`config.mk`:
```
export PLATFORM = sky130hd
export DESIGN_NAME = sine_wave_led_color_blend
export DESIGN_NICKNAME = d
export VERILOG_FILES = /design/src/hdl/swlcb_pkg.sv /design/src/hdl/sine_wave_led_color_blend.sv
export SDC_FILE = /design/constraint.sdc
export NUM_CORES = 1
export LEC_CHECK = 0
export BUFFER_PORTS_ARGS = -buffer_cell sky130_fd_sc_hd__buf_2
export CAP_MARGIN = 20
export CORE_MARGIN = 4
export CORE_UTILIZATION = 45
export DETAILED_ROUTE_END_ITERATION = 7
export PLACE_DENSITY = 0.67
export SLEW_MARGIN = 20
export SYNTH_ARGS = -nofsm -noshare
export SYNTH_HDL_FRONTEND = slang
export SYNTH_SLANG_ARGS = --single-unit
export TNS_END_PERCENT = 50
```
`constraint.sdc`:
```
create_clock -name clk -period 11.35 [get_ports clk]
set_clock_uncertainty 0.15 [all_clocks]
set_input_delay 0.5675 -clock clk [delete_from_list [all_inputs] [get_ports clk]]
set_output_delay 0.5675 -clock clk [all_outputs]
set_load 0.005 [all_outputs]
```
`src/hdl/swlcb_pkg.sv`:
```
// ----------------------------------------------------------------------------
// swlcb_pkg
// Widths, register map and sine table generator for the LED color blend.
// ----------------------------------------------------------------------------
package swlcb_pkg;

  localparam int MAX_LEDS         = 1024;
  localparam int SINE_ENTRIES_DEF = 256;

  localparam int PIX_W       = 10;
  localparam int PHASE_W     = 16;
  localparam int TIME_W      = 32;
  localparam int CH_W        = 8;
  localparam int COLOR_W     = 24;
  localparam int LEVEL_W     = 9;
  localparam int IN_TDATA_W  = 16;
  localparam int OUT_TDATA_W = 24;
  localparam int CFG_IDX_W   = 3;
  localparam int CFG_DATA_W  = 24;

  // serial multipliers retire two multiplier bits per cycle
  localparam int MUL_STEPS   = PHASE_W / 2;
  localparam int BLEND_STEPS = (LEVEL_W + 1) / 2;
  localparam int CNT_W       = 3;

  localparam logic [LEVEL_W-1:0] LEVEL_MID = 9'd128;
  localparam logic [7:0]         SINE_PEAK = 8'd128;

  localparam logic [63:0] HALF_PI_Q30 = 64'd1686629713;
  localparam logic [63:0] Q30_HALF    = 64'd536870912;

  typedef enum logic [CFG_IDX_W-1:0] {
    CFG_ENABLE     = 3'd0,
    CFG_PHASE_STEP = 3'd1,
    CFG_SPEED      = 3'd2,
    CFG_OFFSET     = 3'd3,
    CFG_TIME_STEP  = 3'd4,
    CFG_COLOR_HIGH = 3'd5,
    CFG_COLOR_LOW  = 3'd6
  } cfg_reg_t;

  // round(128 * sin(x)), x in Q30 radians over a quarter turn; evaluated at
  // elaboration only
  function automatic logic [7:0] sine_q7(input logic [63:0] x);
    logic [63:0] x2;
    logic [63:0] t;
    logic [63:0] s;
    x2 = (x * x) >> 30;
    t  = x;
    s  = x;
    t  = ((t * x2) >> 30) / 64'd6;
    s  = s - t;
    t  = ((t * x2) >> 30) / 64'd20;
    s  = s + t;
    t  = ((t * x2) >> 30) / 64'd42;
    s  = s - t;
    t  = ((t * x2) >> 30) / 64'd72;
    s  = s + t;
    t  = ((t * x2) >> 30) / 64'd110;
    s  = s - t;
    t  = ((t * x2) >> 30) / 64'd156;
    s  = s + t;
    t  = ((t * x2) >> 30) / 64'd210;
    s  = s - t;
    s  = (s * 64'd128 + Q30_HALF) >> 30;
    if (s > 64'd128) begin
      s = 64'd128;
    end
    return s[7:0];
  endfunction

endpackage

```
`src/hdl/sine_wave_led_color_blend.sv`:
```
// ----------------------------------------------------------------------------
// sine_wave_led_color_blend: per pixel sine wave color blend, two-bit digit serial
// Steps per pixel: 8 multiply steps, phase, lookup, 5 blend steps and the handoff
// to the result register, which waits for a free output slot; a disabled pixel goes
// straight to the handoff. The next pixel is taken at that handoff.
// Reset: synchronous active-low; registers to defaults, frame time zero, no result.
// ----------------------------------------------------------------------------
module sine_wave_led_color_blend
  import swlcb_pkg::*;
#(
  parameter int SINE_ENTRIES = SINE_ENTRIES_DEF
) (
  input  logic                   clk,
  input  logic                   rst_n,
  input  logic                   in_tvalid,
  output logic                   in_tready,
  input  logic [IN_TDATA_W-1:0]  in_tdata,   // [9:0] pixel_index
  input  logic                   in_tlast,   // frame_end
  output logic                   out_tvalid,
  input  logic                   out_tready,
  output logic [OUT_TDATA_W-1:0] out_tdata,  // [7:0] red, [15:8] green, [23:16] blue
  input  logic                   cfg_wr_en,
  input  logic [CFG_IDX_W-1:0]   cfg_index,
  input  logic [CFG_DATA_W-1:0]  cfg_wdata
);

  localparam int IDX_W  = $clog2(SINE_ENTRIES + 1);
  localparam int PROD_W = 14 + IDX_W;
  localparam int ACC_W  = 20;

  typedef enum logic [2:0] {
    S_IDLE, S_MUL, S_PHASE, S_LOOK, S_BLEND, S_DONE
  } state_t;

  // quarter-wave table
  logic [7:0] sine_rom [SINE_ENTRIES+1];

  for (genvar gi = 0; gi <= SINE_ENTRIES; gi++) begin : g_rom
    localparam logic [63:0] ANGLE = (64'(gi) * HALF_PI_Q30) / SINE_ENTRIES;
    if (gi == 0) begin : g_zero
      assign sine_rom[gi] = 8'd0;
    end else if (gi == SINE_ENTRIES) begin : g_peak
      assign sine_rom[gi] = SINE_PEAK;
    end else begin : g_mid
      assign sine_rom[gi] = sine_q7(ANGLE);
    end
  end

  // configuration registers
  logic                  enable_r;
  logic [PHASE_W-1:0]    k_r;
  logic [PHASE_W-1:0]    speed_r;
  logic [PHASE_W-1:0]    offset_r;
  logic [PHASE_W-1:0]    tstep_r;
  logic [COLOR_W-1:0]    hi_r;
  logic [COLOR_W-1:0]    lo_r;

  always_ff @(posedge clk) begin
    if (!rst_n) begin
      enable_r <= 1'b0;
      k_r      <= '0;
      speed_r  <= '0;
      offset_r <= '0;
      tstep_r  <= '0;
      hi_r     <= '1;
      lo_r     <= '0;
    end else if (cfg_wr_en) begin
      unique case (cfg_reg_t'(cfg_index))
        CFG_ENABLE:     enable_r <= cfg_wdata[0];
        CFG_PHASE_STEP: k_r      <= cfg_wdata[PHASE_W-1:0];
        CFG_SPEED:      speed_r  <= cfg_wdata[PHASE_W-1:0];
        CFG_OFFSET:     offset_r <= cfg_wdata[PHASE_W-1:0];
        CFG_TIME_STEP:  tstep_r  <= cfg_wdata[PHASE_W-1:0];
        CFG_COLOR_HIGH: hi_r     <= cfg_wdata[COLOR_W-1:0];
        CFG_COLOR_LOW:  lo_r     <= cfg_wdata[COLOR_W-1:0];
        default: ;
      endcase
    end
  end

  // datapath registers
  state_t                state_r;
  logic [CNT_W-1:0]      cnt_r;
  logic [TIME_W-1:0]     ft_r;
  logic [PHASE_W-1:0]    ws_sh_r;
  logic [TIME_W-1:0]     ft_sh_r;
  logic [TIME_W-1:0]     spd_acc_r;
  logic [PIX_W-1:0]      ix_sh_r;
  logic [PHASE_W-1:0]    k_sh_r;
  logic [PHASE_W-1:0]    k_acc_r;
  logic [PHASE_W-1:0]    phase_r;
  logic [LEVEL_W-1:0]    v_sh_r;
  logic [ACC_W-1:0]      diff_r [3];
  logic [ACC_W-1:0]      bacc_r [3];
  logic                  out_valid_r;
  logic [OUT_TDATA_W-1:0] out_data_r;

  logic                  accept;
  logic                  slot_free;
  logic [PIX_W-1:0]      pix_clamped;
  logic [TIME_W-1:0]     spd_acc_nxt;
  logic [PHASE_W-1:0]    k_acc_nxt;
  logic [PHASE_W-1:0]    phase_nxt;
  logic [PROD_W-1:0]     q_prod;
  logic [IDX_W-1:0]      tbl_idx;
  logic [IDX_W-1:0]      tbl_addr;
  logic [7:0]            mag;
  logic [LEVEL_W-1:0]    v_nxt;
  logic [ACC_W-1:0]      bacc_nxt [3];
  logic [ACC_W-1:0]      diff_init [3];
  logic [ACC_W-1:0]      bacc_init [3];
  logic [OUT_TDATA_W-1:0] result;

  assign slot_free = !out_valid_r || out_tready;
  assign in_tready = (state_r == S_IDLE) || ((state_r == S_DONE) && slot_free);
  assign accept    = in_tvalid && in_tready;

  assign pix_clamped = (32'(in_tdata[PIX_W-1:0]) >= MAX_LEDS) ? PIX_W'(MAX_LEDS - 1)
                                                               : in_tdata[PIX_W-1:0];

  always_comb begin
    // speed * time and k * index, two multiplier bits per step
    spd_acc_nxt = spd_acc_r
                + (ws_sh_r[0] ? ft_sh_r : '0)
                + (ws_sh_r[1] ? {ft_sh_r[TIME_W-2:0], 1'b0} : '0);
    k_acc_nxt   = k_acc_r
                + (ix_sh_r[0] ? k_sh_r : '0)
                + (ix_sh_r[1] ? {k_sh_r[PHASE_W-2:0], 1'b0} : '0);
    // only bits 31:16 of the product survive the Q16.16 truncation and wrap
    phase_nxt   = k_acc_r - spd_acc_r[TIME_W-1:PHASE_W] + offset_r;
  end

  always_comb begin
    q_prod   = PROD_W'(phase_r[13:0]) * PROD_W'(SINE_ENTRIES);
    tbl_idx  = q_prod[PROD_W-1:14];
    // odd quadrants run the table backwards
    tbl_addr = phase_r[14] ? IDX_W'(SINE_ENTRIES) - tbl_idx : tbl_idx;
    mag      = sine_rom[tbl_addr];
    v_nxt    = phase_r[15] ? LEVEL_MID - LEVEL_W'(mag) : LEVEL_MID + LEVEL_W'(mag);
  end

  // blend as lo*256 + v*(hi - lo), v consumed two bits per step
  always_comb begin
    for (int c = 0; c < 3; c++) begin
      diff_init[c] = ACC_W'(hi_r[COLOR_W-1-CH_W*c -: CH_W])
                   - ACC_W'(lo_r[COLOR_W-1-CH_W*c -: CH_W]);
      bacc_init[c] = ACC_W'({lo_r[COLOR_W-1-CH_W*c -: CH_W], 8'h00});
      bacc_nxt[c]  = bacc_r[c]
                   + (v_sh_r[0] ? diff_r[c] : '0)
                   + (v_sh_r[1] ? {diff_r[c][ACC_W-2:0], 1'b0} : '0);
      result[CH_W*c +: CH_W] = bacc_r[c][15:8];
    end
  end

  always_ff @(posedge clk) begin
    if (!rst_n) begin
      state_r     <= S_IDLE;
      cnt_r       <= '0;
      ft_r        <= '0;
      out_valid_r <= 1'b0;
    end else begin
      if ((state_r == S_DONE) && slot_free) begin
        out_valid_r <= 1'b1;
        out_data_r  <= result;
      end else if (out_tready) begin
        out_valid_r <= 1'b0;
      end

      if (accept) begin
        cnt_r <= '0;
        if (enable_r) begin
          ws_sh_r   <= speed_r;
          ft_sh_r   <= ft_r;
          spd_acc_r <= '0;
          ix_sh_r   <= pix_clamped;
          k_sh_r    <= k_r;
          k_acc_r   <= '0;
          // the shifter keeps the old time for this pixel
          if (in_tlast) begin
            ft_r <= ft_r + TIME_W'(tstep_r);
          end
          state_r <= S_MUL;
        end else begin
          ft_r <= '0;
          for (int c = 0; c < 3; c++) begin
            bacc_r[c] <= '0;
          end
          state_r <= S_DONE;
        end
      end else begin
        unique case (state_r)
          S_IDLE: ;
          S_MUL: begin
            spd_acc_r <= spd_acc_nxt;
            k_acc_r   <= k_acc_nxt;
            ws_sh_r   <= ws_sh_r >> 2;
            ix_sh_r   <= ix_sh_r >> 2;
            ft_sh_r   <= ft_sh_r << 2;
            k_sh_r    <= k_sh_r << 2;
            if (cnt_r == CNT_W'(MUL_STEPS - 1)) begin
              cnt_r   <= '0;
              state_r <= S_PHASE;
            end else begin
              cnt_r <= cnt_r + 1'b1;
            end
          end
          S_PHASE: begin
            phase_r <= phase_nxt;
            state_r <= S_LOOK;
          end
          S_LOOK: begin
            v_sh_r <= v_nxt;
            for (int c = 0; c < 3; c++) begin
              diff_r[c] <= diff_init[c];
              bacc_r[c] <= bacc_init[c];
            end
            cnt_r   <= '0;
            state_r <= S_BLEND;
          end
          S_BLEND: begin
            v_sh_r <= v_sh_r >> 2;
            for (int c = 0; c < 3; c++) begin
              diff_r[c] <= diff_r[c] << 2;
              bacc_r[c] <= bacc_nxt[c];
            end
            if (cnt_r == CNT_W'(BLEND_STEPS - 1)) begin
              cnt_r   <= '0;
              state_r <= S_DONE;
            end else begin
              cnt_r <= cnt_r + 1'b1;
            end
          end
          S_DONE: begin
            if (slot_free) begin
              state_r <= S_IDLE;
            end
          end
          default: state_r <= S_IDLE;
        endcase
      end
    end
  end

  assign out_tvalid = out_valid_r;
  assign out_tdata  = out_data_r;

endmodule

```
==> results.py, run 1 <==
metrics = {
    "worst_setup_path": {
        "start_kind": "flop",
        "end_kind": "flop",
        "criticalPathCategory": "reg2reg",
        "critPathMaxFanout": 32,
        "critical_path_required_ns": 11.50,
        "cp_data_arrival_time_ns": 5.49,
    },
    "detailed_routing": {
        "first_pass_iters": 5,
        "routed_wl_mm": 64.38,
        "vias_per_cell": 5.432,
        "drt.antenna.violating_nets": 0,
        "first_iter_violations": 1509,
        "num_vias": 20890,
        "drc_errors": 0,
        "drt-wirelength-per-cell_um": 16.74,
    },
    "placement": {
        "io_buffer_count": 68,
        "place_area_mm2": 0.02826,
        "hpwl_mm": 44.87,
        "place.gp.congestion": 0.8596,
    },
    "synth": {
        "async_reset_ff_share_pct": 0,
        "synth_warnings": 0,
        "syn_area_per_cell_um2": 8.993,
        "ys_seq_area_share_pct": 39.98,
        "synth.top_cell.area_share_pct": 28.80,
        "synth_edf_count": 261,
        "synth_cells": 3026,
        "syn-num-nets": 3346,
        "ys.flop_type": "edfxtp_1",
        "syn_area_mm2": 0.02721,
        "synth_seq_cells": 413,
        "synth_area_leaders": "edfxtp_1 (29%), dfxtp_1 (11%), nand2_1 (9.2%), fa_1 (8.0%), ha_1 (7.4%)",
        "ys_types": 91,
        "synth_area_leader_cell": "edfxtp_1",
    },
    "flow_run": {
        "max_cap_viol_count": 0,
    },
    "grt": {
        "use_met2_pct": 32.41,
        "grt.overflow.total": 0,
        "grtUsageTotal_pct": 19.91,
        "grt_pass1_vias": 20720,
        "gr-max-usage-layer": "met2",
        "grt_pass1_wl_mm": 105.7,
        "antenna_found_initial": 4,
        "grt_max_degree": 109,
        "grt_util_met1_pct": 27.65,
        "met3_usage_pct": 3.838,
    },
    "floorplanning": {
        "dieArea_mm2": 0.06447,
        "chipWidth_um": 253.9,
        "die_y_um": 253.9,
        "start_util_pct": 45.76,
        "core_area_mm2": 0.05946,
        "boundaryPins": 75,
        "rows": 89,
    },
    "sta": {
        "drv_slew": 0,
        "finalSetupTns_ns": 0,
        "hold_viol_final": 0,
        "layout_worst_path_cycle_share_pct": 47.06,
        "clock.fmax_ghz": 0.1872,
        "grt_setup_unrepaired": "no",
        "period_minus_slack_ns": 5.341,
        "tightest_slew_ns": 1.079,
        "setup_violations": 0,
        "max_slew_margin_pct": 27.79,
    },
    "final_layout": {
        "final_area_mm2": 0.02982,
        "ff_latch_area_mm2": 0.01088,
        "multiInputGateArea_mm2": 0.01491,
        "areaGrowthSynthToFinish_pct": 9.568,
        "fill_cells": 5529,
        "final_nets": 3354,
        "drive_gt1_share_pct": 6.968,
    },
    "outcome": {
        "status": "finished, final reports clean",
    },
    "hold_path": {
        "min_path_type": "in2reg",
    },
    "power_and_ir_drop": {
        "ir_worst_vdd_mv": 0.1569,
        "p_per_area_mw_per_mm2": 232.0,
        "p_leak_nw": 12.45,
    },
    "clocking": {
        "htreeDepth": 2,
        "insertion_delay_ns": 0.58,
        "cts_tree": "done",
        "cts_num_sinks": 413,
        "clk_pin_slew_ns": 0.06,
        "ctsRootBufferMaster": "clkbuf_16",
        "numCtsBuffers": 45,
        "cts-resized-gates": 0,
        "cts_hold_buffers": 0,
        "postCtsSetupBuffers": 0,
        "clockBufferDepth": 3,
    },
}
per-stage QoR:
step	hold WS [ns]	power, W	setup slack [ns]	cells	utilization (%)
floorplan	0.2764	0.004722	3.126	3026	-
global placement	0.2859	0.005300	6.282	3760	47.53
detailed placement	0.2894	0.005395	6.160	3760	47.53
CTS	0.03954	0.006962	6.146	3844	50.13
global route	0.06006	0.007490	5.680	3844	50.13
finish	0.07881	0.006916	6.009	3846	50.14
cell usage after synthesis (13+ instances only):
master / instances
a31oi_1: 28
o21bai_1: 19
nor2_1: 190
nor3_1: 36
a211oi_1: 17
ha_1: 162
edfxtp_1: 261
clkbuf_1: 102
a21oi_1: 147
buf_2: 19
nand3_1: 61
xor2_1: 55
o211ai_1: 14
dfxtp_1: 152
o21a_1: 13
or3_1: 13
fa_1: 109
a21boi_0: 71
inv_1: 258
o21ai_0: 109
nand2b_1: 26
xnor2_1: 94
and2_1: 117
nand2_1: 669
a21o_1: 47
a22oi_1: 14
nand4_1: 14
nor2b_1: 38
metal layers:
metal	wire, um	share of wire [%]
met1	29990	47
met4	1373	2.1
met2	29380	46
met5	27	0.042
met3	3599	5.6
kinds of logic after synthesis:
kind of cell               Yosys count  share of synthesized area, %
xor gates and xnor gates           150                         4.855
adders and majority gates          271                         15.47
DFF                                413                         39.98
AOI/OAI and AO/OA                  580                         14.07
buffers and inverters              394                         5.582
and+or+nand+nor                   1210                         19.70
muxes                                8                        0.3402
worst max-delay path, stage by stage, from the launching register on:
cell and delay, ns:
edfxtp_1 0.58, inv_1 0.23, ha_1 0.60, and2b_1 0.33, xnor2_2 0.14, buf_4 0.34, inv_2 0.27, ha_1 0.33
a221oi_1 0.59, nand2_1 0.14, o311ai_0 0.19, a21oi_1 0.11, a21oi_2 0.28, ha_1 0.23, and2_4 0.16, a41oi_2 0.12
xnor2_1 0.16, a21oi_1 0.08
state kept, by name, indices dropped and copies added (netlist names), 24 cells and up:
signal	flops
out_tdata	24
bacc_r	48
ft_r	32
ft_sh_r	32
lo_r	24
spd_acc_r	32
diff_r	48
hi_r	24
final cells by class:
| cell class | count | area share (%) |
|---|---|---|
| well taps | 773 | 3.244 |
| inverters | 263 | 3.311 |
| clock buffers | 63 | 4.809 |
| diodes | 2 | 0.01678 |
| repair buffers | 92 | 1.746 |
| clock inverters | 21 | 0.3819 |
| multi-input cells | 2219 | 50.00 |
| flip-flops and latches | 413 | 36.49 |
cells in the final DEF, fill, tap and decap left out, types with 8 or more instances in the layout:
cell	n
clkbuf_16	53
nand3_1	60
a211oi_1	17
o31ai_1	11
clkinv_2	13
nand2b_1	26
xnor2_1	93
buf_2	68
o211ai_1	14
nor3_1	34
a31oi_1	27
a21o_1	47
o2111ai_1	8
nand4_1	14
ha_1	162
edfxtp_1	261
fa_1	109
nor2_1	185
inv_1	258
xor2_1	54
and3_1	10
dfxtp_1	152
a21boi_0	71
or3_1	13
a21oi_1	145
buf_4	24
o21ai_0	109
o21a_1	13
and2_1	117
nand2_1	668
nor2b_1	38
a22oi_1	14
o21bai_1	19
path summary, 6_finish.rpt:
kind	slack, ns	end	cells after the start	start
worst min-delay path	0.08	hi_r[20]$_SDFFE_PN1P_	3	cfg_wdata[20]
worst max-delay path	6.01	v_sh_r[6]$_DFFE_PP_	17	phase_r[6]$_DFFE_PP_
worst min register to register	0.30	out_tdata[16]$_DFFE_PP_	0	bacc_r[0][48]$_DFFE_PP_
worst max register to register	6.01	v_sh_r[6]$_DFFE_PP_	17	phase_r[6]$_DFFE_PP_
power by group:
group	leakage, nW	internal, W	switching (W)	total (W)
Sequential	3.65	0.00203	0.000195	0.00223
Combinational	8.01	0.00132	0.00184	0.00317
Clock	0.780	0.000885	0.000636	0.00152
Total	12.4	0.00424	0.00267	0.00692
Note: power is estimated with default switching activity, not from simulation.
==> run 2, diff against run 1 <==
- PLACE_DENSITY: 0.67 -> 0.69
- clock period: 11.35 -> 4.5 ns (I/O delays scaled with it)
==> results.py, run 2 (synthesis results as in run 1) <==
metrics = {
    "outcome": {
        "status": "finished, final reports clean",
    },
    "grt": {
        "grt_pass1_vias": 20350,
        "grt.overflow.total": 0,
        "antenna_found_initial": 1,
        "grtUsageTotal_pct": 19.85,
        "grt_pass1_wl_mm": 104.9,
        "grt_max_degree": 110,
    },
    "floorplanning": {
        "core_area_mm2": 0.05946,
        "start_util_pct": 45.76,
        "rows": 89,
        "boundaryPins": 75,
        "die_y_um": 253.9,
        "chipWidth_um": 253.9,
        "dieArea_mm2": 0.06447,
    },
    "detailed_routing": {
        "first_pass_iters": 5,
        "drc_errors": 0,
        "num_vias": 21020,
        "first_iter_violations": 1698,
        "drt.antenna.violating_nets": 0,
        "routed_wl_mm": 63.98,
        "drt-wirelength-per-cell_um": 16.33,
        "vias_per_cell": 5.367,
    },
    "placement": {
        "hpwl_mm": 45.12,
        "place.gp.congestion": 0.8790,
        "placed_cells": 3795,
        "io_buffer_count": 68,
        "post-place-ws_ns": 0.2760,
    },
    "sta": {
        "fin_ws_ns": 0.2252,
        "tightest_slew_ns": 1.115,
        "period_minus_slack_ns": 4.275,
        "drv_slew": 0,
        "setup_violations": 0,
        "hold_viol_final": 0,
        "clock.fmax_ghz": 0.2339,
        "layout_worst_path_cycle_share_pct": 95.00,
        "max_slew_margin_pct": 25.65,
        "holdWs_ns": 0.07331,
        "grt_setup_unrepaired": "no",
    },
    "worst_setup_path": {
        "cp_data_arrival_time_ns": 4.40,
        "cp_top_family": "compound AO/OA/AOI/OAI gates",
        "crit_chain": "buf_4, and2_1, fa_1, ha_1, a21o_1, a21o_1, a21oi_1, or3b_1, o221a_2, a211o_1, a311oi_1, buf_4, o21ai_1, xnor2_1, nor2_1",
        "critical_path_required_ns": 4.63,
        "start_kind": "flop",
        "cp_slowest_cell": "edfxtp_1",
        "criticalPathCategory": "reg2reg",
        "path_buf_inv": 2,
        "end_kind": "flop",
        "cpPeakStageDelay_ns": 0.44,
        "critPathMaxFanout": 28,
    },
    "clocking": {
        "cts_num_sinks": 413,
        "insertion_delay_ns": 0.58,
        "numCtsBuffers": 45,
        "clockBufferDepth": 3,
        "htreeDepth": 2,
        "ctsRootBufferMaster": "clkbuf_16",
        "clk_pin_slew_ns": 0.06,
        "cts_tree": "done",
    },
    "final_layout": {
        "most-common-layout-cells": "nand2_1 (668), edfxtp_1 (261), inv_1 (258)",
        "reg.largest.list": "bacc_r (48), diff_r (48)",
        "drive_gt1_share_pct": 7.604,
        "layout_commonest_cell": "nand2_1",
        "areaGrowthSynthToFinish_pct": 11.65,
        "instances_no_fill": 3917,
        "postLayoutCoreUtil_pct": 51.09,
        "final_nets": 3428,
    },
    "power_and_ir_drop": {
        "p_leak_nw": 12.70,
        "ir_worst_vdd_mv": 0.3443,
        "p_per_area_mw_per_mm2": 571.5,
        "p_total_w": 0.01736,
    },
    "flow_run": {
        "max_cap_viol_count": 0,
    },
    "hold_path": {
        "min_path_type": "in2reg",
    },
}
run 2: changes by cell type in the layout (fill, tap and decap cells not counted), sizes merged:
cell	previous run	this run
dlygate4sd3	0	39
buf	92	127
clkinv	19	15
clkbuf	63	65
bufinv	0	1
diode	2	1
inv	264	263
run 2: cell type report:
cell class,count,area [um2]
multi-input cells,2219,14910
diodes,1,2.502
fillers,5574,29080
well taps,773,967.2
flip-flops and latches,413,10880
clock buffers,65,1262
repair buffers,166,1240
inverters,263,987.2
clock inverters,17,130.1
run 2: timing repair:
item,CTS,global route
gates resized for setup,0,5
hold buffers,39,0
endpoints found under the setup margin,0,4
endpoints found under the hold margin,129,0
setup buffers,0,0
run 2: final timing paths:
| kind | startpoint | slack [ns] | cells past startpoint | endpoint |
|---|---|---|---|---|
| setup / recovery | ws_sh_r[0]$_DFFE_PP_ | 0.23 | 15 | spd_acc_r[31]$_SDFFCE_PP0P_ |
| hold / removal | cfg_index[2] | 0.07 | 5 | tstep_r[11]$_SDFFE_PN0P_ |
| setup reg to reg | ws_sh_r[0]$_DFFE_PP_ | 0.23 | 15 | spd_acc_r[31]$_SDFFCE_PP0P_ |
| hold reg to reg | bacc_r[0][12]$_DFFE_PP_ | 0.30 | 0 | out_tdata[4]$_DFFE_PP_ |
run 2: report_power, final:
part	switching (W)	total, W	internal, W
Clock	0.00154	0.00355	0.00201
Sequential	0.000449	0.00558	0.00513
Combinational	0.00474	0.00823	0.00349
Total	0.00673	0.0174	0.0106
run 2: layer usage:
layer  track usage (%)  wire length [um]  up-vias
met2             32.57             29810      514
li1                  -                 -    10380
met4             4.702              1295        0
met3             2.661              3346       88
met5                 0                 0        -
met1             28.15             29530    10040
run 2: worst reg2reg max path, cell delays in order (launching register included):
cell	delay, ns
edfxtp_1	0.44
buf_4	0.25
and2_1	0.18
fa_1	0.44
ha_1	0.30
a21o_1	0.17
a21o_1	0.18
a21oi_1	0.21
or3b_1	0.37
o221a_2	0.26
a211o_1	0.30
a311oi_1	0.31
buf_4	0.17
o21ai_1	0.06
xnor2_1	0.15
nor2_1	0.05
run 2: metrics by stage:
stage	cell area, um2	TNS (ns)
after global placement	28580	0
after detailed placement	28580	0
after global routing	30380	0
final	30380	0
after CTS	30360	0
after floorplan	27220	-7.347
==> run 3, diff against run 2 <==
- clock period: 4.5 -> 3.6 ns (I/O delays scaled with it)
==> results.py, run 3 (synthesis results as in run 1) <==
metrics = {
    "final_layout": {
        "reg.largest.list": "bacc_r (48), diff_r (48)",
        "final_nets": 3681,
        "postLayoutCoreUtil_pct": 56.13,
        "most-common-layout-cells": "nand2_1 (658), buf_4 (274), edfxtp_1 (261)",
        "layout_commonest_cell": "nand2_1",
        "drive_gt1_share_pct": 18.67,
        "areaGrowthSynthToFinish_pct": 22.65,
        "final_area_mm2": 0.03338,
    },
    "detailed_routing": {
        "num_vias": 22370,
        "drt-wirelength-per-cell_um": 16.64,
        "routed_wl_mm": 69.43,
        "first_iter_violations": 1379,
        "vias_per_cell": 5.362,
        "drt.antenna.violating_nets": 0,
        "first_pass_iters": 7,
        "drc_errors": 0,
    },
    "worst_setup_path": {
        "r2r_setup_slack_ns": -0.38,
        "criticalPathCategory": "reg2reg",
        "regToRegEndpoint": "spd_acc_r[31]$_SDFFCE_PP0P_",
        "critical_path_required_ns": 3.74,
        "critPathMaxFanout": 5,
        "cp_data_arrival_time_ns": 4.13,
        "ff2ff_path_depth": 15,
        "end_kind": "flop",
        "start_kind": "flop",
        "r2r-start": "ws_sh_r[0]$_DFFE_PP_",
    },
    "clocking": {
        "cts_tree": "done",
        "numCtsBuffers": 44,
        "cts_num_sinks": 413,
        "clk_pin_slew_ns": 0.06,
        "htreeDepth": 2,
        "ctsRootBufferMaster": "clkbuf_16",
        "insertion_delay_ns": 0.59,
        "clockBufferDepth": 3,
    },
    "hold_path": {
        "holdCritStartpoint": "in_tlast",
        "whs_path_depth": 5,
        "hold_end": "ft_r[3]$_SDFFE_PN0P_",
        "min_path_type": "in2reg",
    },
    "sta": {
        "fin_ws_ns": -0.3843,
        "layout_worst_path_cycle_share_pct": 110.7,
        "tightest_slew_ns": 0.9985,
        "period_minus_slack_ns": 3.984,
        "drv_slew": 0,
        "max_slew_margin_pct": 33.25,
        "setup_violations": 25,
        "clock.fmax_ghz": 0.2510,
        "holdWs_ns": 0.04161,
        "finalSetupTns_ns": -3.951,
        "hold_viol_final": 0,
        "grt_setup_unrepaired": "yes",
    },
    "power_and_ir_drop": {
        "power.switching_w": 0.009572,
        "seqPwrFrac_pct": 27.9,
        "power_frac_comb_pct": 53.9,
        "p_per_area_mw_per_mm2": 745.9,
        "p_leak_nw": 14.16,
        "switching_share_pct": 38.45,
        "clkPwrFrac_pct": 18.2,
        "ir_worst_vdd_mv": 0.5095,
        "internal_power_w": 0.01533,
    },
    "floorplanning": {
        "boundaryPins": 75,
        "die_y_um": 253.9,
        "rows": 89,
        "start_util_pct": 45.76,
        "chipWidth_um": 253.9,
        "dieArea_mm2": 0.06447,
        "core_area_mm2": 0.05946,
    },
    "placement": {
        "place_area_mm2": 0.03005,
        "post-place-ws_ns": -0.5609,
        "place.gp.congestion": 0.8851,
        "io_buffer_count": 68,
        "hpwl_mm": 47.98,
    },
    "grt": {
        "grt_max_degree": 119,
        "grt_pass1_vias": 21430,
        "grtUsageTotal_pct": 21.23,
        "grt.overflow.total": 0,
        "grt_pass1_wl_mm": 112.0,
        "antenna_found_initial": 4,
    },
    "outcome": {
        "status": "finished, violations left",
        "violations": "negative setup slack",
    },
    "flow_run": {
        "max_cap_viol_count": 0,
    },
}
run 3: cell count changes in the layout (fill, tap and decap cells not counted), sizes merged:
cell	change
dlygate4sd3	+1
clkinvlp	-1
clkbuf	+8
buf	+253
bufinv	-1
diode	+2
inv	+1
clkinv	-8
run 3: power groups by stage:
stage,registers [W],clock network [W],logic (W)
after detailed placement,0.00705,0,0.0114
after global routing,0.00705,0.00480,0.0150
after CTS,0.00696,0.00461,0.0124
after floorplan,0.00687,0,0.00801
after global placement,0.00703,0,0.0112
final,0.00695,0.00453,0.0134
run 3: cell type report:
cell class,count,area [um2]
Fill cell,5259,26090
Multi-Input combinational cell,2219,15790
Sequential cell,413,10880
Timing Repair Buffer,420,3317
Clock buffer,73,1353
Inverter,263,989.7
Tap cell,773,967.2
Clock inverter,8,73.82
Antenna cell,3,7.507
run 3: through the flow:
step                      total power [W]  instances
after global placement            0.01828       3981
after detailed placement          0.01846       3981
after floorplan                   0.01488       3026
final                             0.02490       4172
after global routing              0.02688       4171
after CTS                         0.02395       4140
run 3: routing by layer:
| layer | vias up | global-route usage (%) | share of wire (%) |
|---|---|---|---|
| li1 | 10900 | - | - |
| met2 | 605 | 33.91 | 46 |
| met5 | - | 0 | 0.010 |
| met1 | 10740 | 30.00 | 45 |
| met3 | 130 | 3.572 | 6.2 |
| met4 | 2 | 6.003 | 2.9 |
run 3: worst max-delay path, cell delays in order, from the launching register on:
cell and delay [ns]:
edfxtp_1 0.43, buf_6 0.16, and2_4 0.14, fa_2 0.57, ha_4 0.21, a21o_1 0.19, a21o_1 0.17, a21oi_2 0.12
or3b_1 0.37, o221a_4 0.24, a211o_1 0.30, a311oi_2 0.23, buf_4 0.17, o21ai_2 0.06, xnor2_1 0.14, nor2_1 0.05
run 3: how the worst max path moves through the flow:
stage,slack (ns),endpoint,from,cells past startpoint
final,-0.38,spd_acc_r[31]$_SDFFCE_PP0P_,ws_sh_r[0]$_DFFE_PP_,15
after global routing,-0.54,spd_acc_r[31]$_SDFFCE_PP0P_,ws_sh_r[0]$_DFFE_PP_,17
after CTS,-0.38,spd_acc_r[31]$_SDFFCE_PP0P_,ws_sh_r[0]$_DFFE_PP_,15
after detailed placement,-0.56,spd_acc_r[31]$_SDFFCE_PP0P_,ws_sh_r[0]$_DFFE_PP_,17
after global placement,-0.52,spd_acc_r[31]$_SDFFCE_PP0P_,ws_sh_r[1]$_DFFE_PP_,17
after floorplan,-0.63,bacc_r[0][54]$_DFFE_PP_,v_sh_r[0]$_DFFE_PP_,16
run 3: repair_timing:
item	in CTS	in global routing
endpoints found under the hold margin	130	0
gates cloned	3	1
gates resized for setup	113	137
endpoints found under the setup margin	37	51
pin swaps	69	93
hold buffers	40	0
buffers inserted	35	31
